===== src/rtl/assert_macros.svh =====
// Assertion helpers shared by the RTL. Each expects clk and arst_n in scope.
`ifndef ASSERT_MACROS_SVH
`define ASSERT_MACROS_SVH

// Property that must hold at every clock edge out of reset.
`define TBM_ASSERT(label, prop, msg) \
	label: assert property (@(posedge clk) disable iff (!arst_n) (prop)) else $error(msg);

// Consequent that must hold in the cycle after the antecedent.
`define TBM_ASSERT_NEXT(label, ante, cons, msg) \
	label: assert property (@(posedge clk) disable iff (!arst_n) (ante) |=> (cons)) else $error(msg);

`endif


===== src/rtl/tbm_pkg.sv =====
`timescale 1ns / 1ps
// ----------------------------------------------------------------------------
// tbm_pkg
// Shared constants, codes and controller/datapath interface types for the
// tombstone bitmap merge block.
// ----------------------------------------------------------------------------
package tbm_pkg;

	// Mapping store geometry
	localparam int ROWS   = 4096;
	localparam int ADDR_W = $clog2(ROWS);

	// Field widths
	localparam int CMD_W   = 2;
	localparam int ROW_W   = 12;
	localparam int TID_W   = 64;
	localparam int SLICE_W = 13;
	localparam int CNT_W   = 13;

	// Stream widths
	localparam int IN_W  = 96;
	localparam int OUT_W = 32;

	// Input tdata layout, lowest bit first
	localparam int IN_ROW_LO   = 0;
	localparam int IN_TID_LO   = IN_ROW_LO + ROW_W;
	localparam int IN_DEL_LO   = IN_TID_LO + TID_W;
	localparam int IN_LOCAL_LO = IN_DEL_LO + 1;
	localparam int IN_FIRST_LO = IN_LOCAL_LO + ROW_W;

	// Command codes
	localparam logic [CMD_W-1:0] CMD_LOAD  = 2'd0;
	localparam logic [CMD_W-1:0] CMD_APPLY = 2'd1;
	localparam logic [CMD_W-1:0] CMD_READ  = 2'd2;
	localparam logic [CMD_W-1:0] CMD_NOP   = 2'd3;

	// Configuration register indexes
	localparam logic [1:0] REG_DIRECT = 2'd0;
	localparam logic [1:0] REG_START  = 2'd1;
	localparam logic [1:0] REG_END    = 2'd2;

	localparam logic [SLICE_W-1:0] END_RESET = 13'd4096;
	localparam logic [CNT_W-1:0]   CNT_MAX   = 13'h1FFF;

	// Controller to datapath strobes
	typedef struct packed {
		logic capture;
		logic exec;
		logic scan;
		logic dwait;
		logic rdwait;
		logic mark;
		logic push;
	} ctrl_t;

	// Datapath to controller status
	typedef struct packed {
		logic [CMD_W-1:0] cmd;
		logic             direct;
		logic             in_slice;
		logic             scan_hit;
		logic             scan_miss;
		logic             out_free;
	} stat_t;

endpackage


===== src/rtl/tbm_ctrl.sv =====
`timescale 1ns / 1ps
// ----------------------------------------------------------------------------
// tbm_ctrl
// Command sequencer: takes one item at a time and steps the datapath through
// load, read or apply, then hands the result to the output register.
// ----------------------------------------------------------------------------
`include "assert_macros.svh"

module tbm_ctrl import tbm_pkg::*; (
	input  logic  clk,
	input  logic  arst_n,
	input  logic  s_tvalid,
	output logic  s_tready,
	input  stat_t st,
	output ctrl_t ctl
);

	localparam logic [2:0] S_IDLE   = 3'd0;
	localparam logic [2:0] S_EXEC   = 3'd1;
	localparam logic [2:0] S_SCAN   = 3'd2;
	localparam logic [2:0] S_DWAIT  = 3'd3;
	localparam logic [2:0] S_RDWAIT = 3'd4;
	localparam logic [2:0] S_MARK   = 3'd5;
	localparam logic [2:0] S_DONE   = 3'd6;

	logic [2:0] state_q;
	logic [2:0] state_d;

	assign s_tready = (state_q == S_IDLE);

	always_comb begin
		ctl         = '0;
		ctl.capture = s_tready & s_tvalid;
		ctl.exec    = (state_q == S_EXEC);
		ctl.scan    = (state_q == S_SCAN);
		ctl.dwait   = (state_q == S_DWAIT);
		ctl.rdwait  = (state_q == S_RDWAIT);
		ctl.mark    = (state_q == S_MARK);
		ctl.push    = (state_q == S_DONE) & st.out_free;
	end

	always_comb begin
		state_d = state_q;
		unique case (state_q)
			S_IDLE: begin
				if (s_tvalid) state_d = S_EXEC;
			end
			S_EXEC: begin
				unique case (st.cmd)
					CMD_LOAD:  state_d = S_DONE;
					CMD_READ:  state_d = S_RDWAIT;
					CMD_APPLY: begin
						if (!st.direct) state_d = S_SCAN;
						else if (st.in_slice) state_d = S_DWAIT;
						else state_d = S_DONE;
					end
					CMD_NOP:   state_d = S_DONE;
				endcase
			end
			S_SCAN: begin
				if (st.scan_hit) state_d = S_MARK;
				else if (st.scan_miss) state_d = S_DONE;
			end
			S_DWAIT:  state_d = S_MARK;
			S_RDWAIT: state_d = S_DONE;
			S_MARK:   state_d = S_DONE;
			S_DONE: begin
				if (st.out_free) state_d = S_IDLE;
			end
			default:  state_d = S_IDLE;
		endcase
	end

	always_ff @(posedge clk or negedge arst_n) begin
		if (!arst_n) begin
			state_q <= S_IDLE;
		end else begin
			state_q <= state_d;
		end
	end

	`TBM_ASSERT_NEXT(a_accept_exec, s_tvalid && s_tready, state_q == S_EXEC, "accept did not start execution")
	`TBM_ASSERT(a_scan_exclusive, !(st.scan_hit && st.scan_miss && ctl.scan), "scan hit and miss together")

endmodule


===== config.mk =====
export PLATFORM = sky130hd
export DESIGN_NAME = tbm_ctrl
export DESIGN_NICKNAME = d
export VERILOG_FILES = /design/src/rtl/tbm_pkg.sv /design/src/rtl/tbm_ctrl.sv
export VERILOG_INCLUDE_DIRS = /design/src /design/src/rtl
export SDC_FILE = /design/constraint.sdc
export NUM_CORES = 1
export LEC_CHECK = 0
export BUFFER_PORTS_ARGS = -buffer_cell sky130_fd_sc_hd__clkbuf_2
export CORE_AREA = 5 5 42 44
export CTS_BUF_LIST = sky130_fd_sc_hd__clkbuf_2
export DETAILED_ROUTE_END_ITERATION = 8
export DIE_AREA = 0 0 47 49
export HOLD_SLACK_MARGIN = 0.03
export SYNTH_ARGS = -nofsm -noshare
export SYNTH_HDL_FRONTEND = slang
export SYNTH_SLANG_ARGS = --single-unit

===== constraint.sdc =====
create_clock -name clk -period 1.4 [get_ports clk]
set_input_delay 0.28 -clock clk [delete_from_list [all_inputs] [get_ports clk]]
set_output_delay 0.28 -clock clk [all_outputs]
set_load 0.01 [all_outputs]

==> impl_metrics.py <==
metrics = {
    "worst_hold_path": {
        "min_path_type": "in2reg",
        "hp-start": "st[1]",
        "hold_depth": 3,
    },
    "layout": {
        "drive_gt1_share_pct": 70.18,
        "design_area_um2": 499.2,
        "largest_register": "state_q",
        "final_cell_mix": "16 x clkbuf_2, 4 x nor2_1, 4 x buf_2",
        "filler_cell_count": 153,
        "fin_util_pct": 35.63,
        "top_regs": "state_q: 3 flops",
        "final-instance-count-excl-fill": 73,
        "layout_commonest_cell": "clkbuf_2",
        "largest_reg_flops": 3,
        "fin_nets": 70,
        "diodes": 0,
        "area_growth_pct": 79.73,
    },
    "clock_tree": {
        "clk_pin_slew_ns": 0.05,
        "numClockSinks": 3,
        "cts_max_path_buffers": 2,
        "cts_tree": "yes",
        "cts_root_buffer": "clkbuf_2",
        "cts_buffers": 3,
        "htree_levels": 1,
        "clock_latency_ns": 0.20,
    },
    "power": {
        "intPower_uw": 539.5,
        "clkPwrFrac_pct": 12.7,
        "p_comb_share_pct": 62.4,
        "p_sw_share_pct": 42.98,
        "switchingPower_uw": 406.6,
        "power.leakage_uw": 0.0002476,
        "p_seq_share_pct": 24.8,
        "p_per_area_mw_per_mm2": 1895,
        "peakVddDrop_v": 0.0005481,
    },
    "yosys": {
        "synth.distinct_cells": 19,
        "synth_top_area_share_pct": 27.03,
        "synth-simple-area-share_pct": 35.14,
        "synthCells": 32,
        "ys_ff_latch": 3,
        "synth_area_leaders": "dfrtp_1 27%, ha_1 9.0%, nor3_1 5.4%, a221oi_2 5.4%, nor2_1 5.4%",
        "yosys.area_share.xor_xnor_pct": 0,
        "synth_top_area_cell": "dfrtp_1",
        "synth-seq-area-share_pct": 27.03,
        "synth-compound-area-share_pct": 21.17,
        "synth_adder_area_share_pct": 9.009,
        "synth_top_family_by_area": "simple AND/OR/NAND/NOR gates",
        "yosysWarnings": 0,
        "syn_nets": 44,
        "synth.cell_area_um2": 277.8,
        "muxShareOfSynthArea_pct": 0,
        "avgSynthCellArea_um2": 8.680,
    },
    "critical_path": {
        "max_stage_delay_ns": 0.47,
        "crit_path_top_delay_cell": "dfrtp_2",
        "endpoint": "ctl[6]",
        "cp_top_family": "flip-flops",
        "cp-end-kind": "primary output",
        "rr_startpoint": "state_q[1]",
        "arrival_ns": 1.11,
        "required_ns": 1.12,
        "reg2reg_slack_ns": 0.13,
        "path_buf_inv": 1,
        "worstPathCellList": "nor4b_2 > buf_2",
        "criticalPathCategory": "reg2out",
        "cp.depth": 2,
        "start_kind": "register",
        "startpoint": "state_q[0]",
        "r2r_end": "state_q[2]",
        "cp_max_fo": 8,
        "r2r_cells": 5,
    },
    "floorplanning": {
        "ioPinCount": 18,
        "num_rows": 14,
        "initial_utilization_pct": 19.82,
        "die_w_um": 47,
        "core_mm2": 0.001401,
        "die_y_um": 49,
        "dieArea_mm2": 0.002303,
    },
    "route": {
        "wl_met3_um": 58,
        "drt-total-wl_um": 781,
        "firstDrtPassIters": 1,
        "drc": 0,
        "vias": 317,
        "met2WireLength_um": 384,
        "ant_nets": 0,
        "maxUsedRoutingLayer": "met3",
        "drtIter0Drc": 0,
        "wl_met1_um": 337,
        "via_per_inst": 4.342,
        "wl_per_cell_um": 10.70,
    },
    "sta": {
        "hold_violations": 0,
        "post-route-period-util_pct": 98.96,
        "relSlewSlack_pct": 83.20,
        "slew_viol_final": 0,
        "tightest_slew_ns": 0.2481,
        "setup_violations": 0,
        "max_freq_mhz": 721.8,
        "fin_skew_ns": 0.006355,
        "layout_min_cycle_time_ns": 1.385,
        "grt_setup_unrepaired": "yes",
    },
    "global_routing": {
        "grt-ovfl-total": 0,
        "grt_pass1_vias": 318,
        "grt_max_degree": 9,
        "antenna_found_initial": 0,
        "grt_first_pass_wirelength_um": 1242,
        "grtUsageTotal_pct": 7.329,
    },
    "placed_design": {
        "io_buffers": 17,
        "place.gp.congestion": 0.7436,
        "dp.cells": 65,
        "place_area_um2": 387.9,
        "dp_hpwl_um": 587,
    },
    "run": {
        "cap_violations": 0,
    },
    "run_status": {
        "status": "completed",
    },
}
-- power groups by stage --
| stage | clock network, uW | registers (uW) | logic (uW) |
|---|---|---|---|
| after floorplan | 0 | 158 | 312 |
| after global placement | 0 | 190 | 443 |
| after detailed placement | 0 | 191 | 441 |
| after CTS | 127 | 212 | 469 |
| after global routing | 137 | 248 | 646 |
| final | 121 | 235 | 591 |
-- final cells by class --
type                    instances  area, um2  area share (%)
multi-input cells              24      221.5           44.36
repair buffers                 23      146.4           29.32
flip-flops and latches          3      77.57           15.54
clock buffers                   4      20.02           4.010
well taps                      16      20.02           4.010
inverters                       3      13.76           2.757
-- through the flow --
step / setup slack, ns / power (uW) / hold slack, ns / TNS, ns
floorplan: 0.1032 / 469.6 / -0.01559 / 0
global placement: 0.1452 / 632.2 / 0.07793 / 0
detailed placement: 0.1142 / 632.6 / 0.07780 / 0
CTS: 0.005443 / 808.1 / 0.3672 / 0
global route: -0.04539 / 1031 / 0.3792 / -0.1331
finish: 0.01462 / 946.2 / 0.3697 / 0
-- layer usage --
metal,global-route usage (%),up-vias
met5,0,-
met4,5.530,0
met3,2.583,0
met2,9.502,12
met1,9.471,135
li1,-,170
-- tightest hold or removal path: cells and delay by family --
family / cells / cell delay [ns]
AND/OR/NAND/NOR: 1 / 0.03
buffers and inverters: 1 / 0.08
AO/OA/AOI/OAI: 1 / 0.14
-- cell usage after synthesis, drive strengths merged --
cell type	count
a211o	1
a211oi	1
a221oi	1
and4	1
and4b	1
buf	2
dfrtp	3
ha	2
inv	3
nand2	1
nand2b	2
nand3b	1
nor2	4
nor3	3
nor3b	2
nor4b	1
o211ai	1
o21ai	1
o311ai	1
-- worst min-delay path by stage --
stage	end	slack, ns
2_1_floorplan	state_q[0]	-0.02
4_1_cts	state_q[2]	0.37
6_report	state_q[2]	0.37
5_1_grt	state_q[2]	0.38
3_5_place_dp	state_q[1]	0.08
3_3_place_gp	state_q[1]	0.08
-- what timing repair did --
action,in CTS,in global routing
setup buffers,0,3
hold buffers,1,0
endpoints found under the hold margin,3,0
endpoints found under the setup margin,4,8
pin swaps,1,2
cloned,0,0
resized for setup,7,13
-- cell families after synthesis --
logic type,Yosys count
buffers and inverters,5
adder cells (fa/ha/maj),2
AO/OA/AOI/OAI,6
flip-flops,3
AND/OR/NAND/NOR,16
Note: power is estimated with default switching activity, not from simulation.
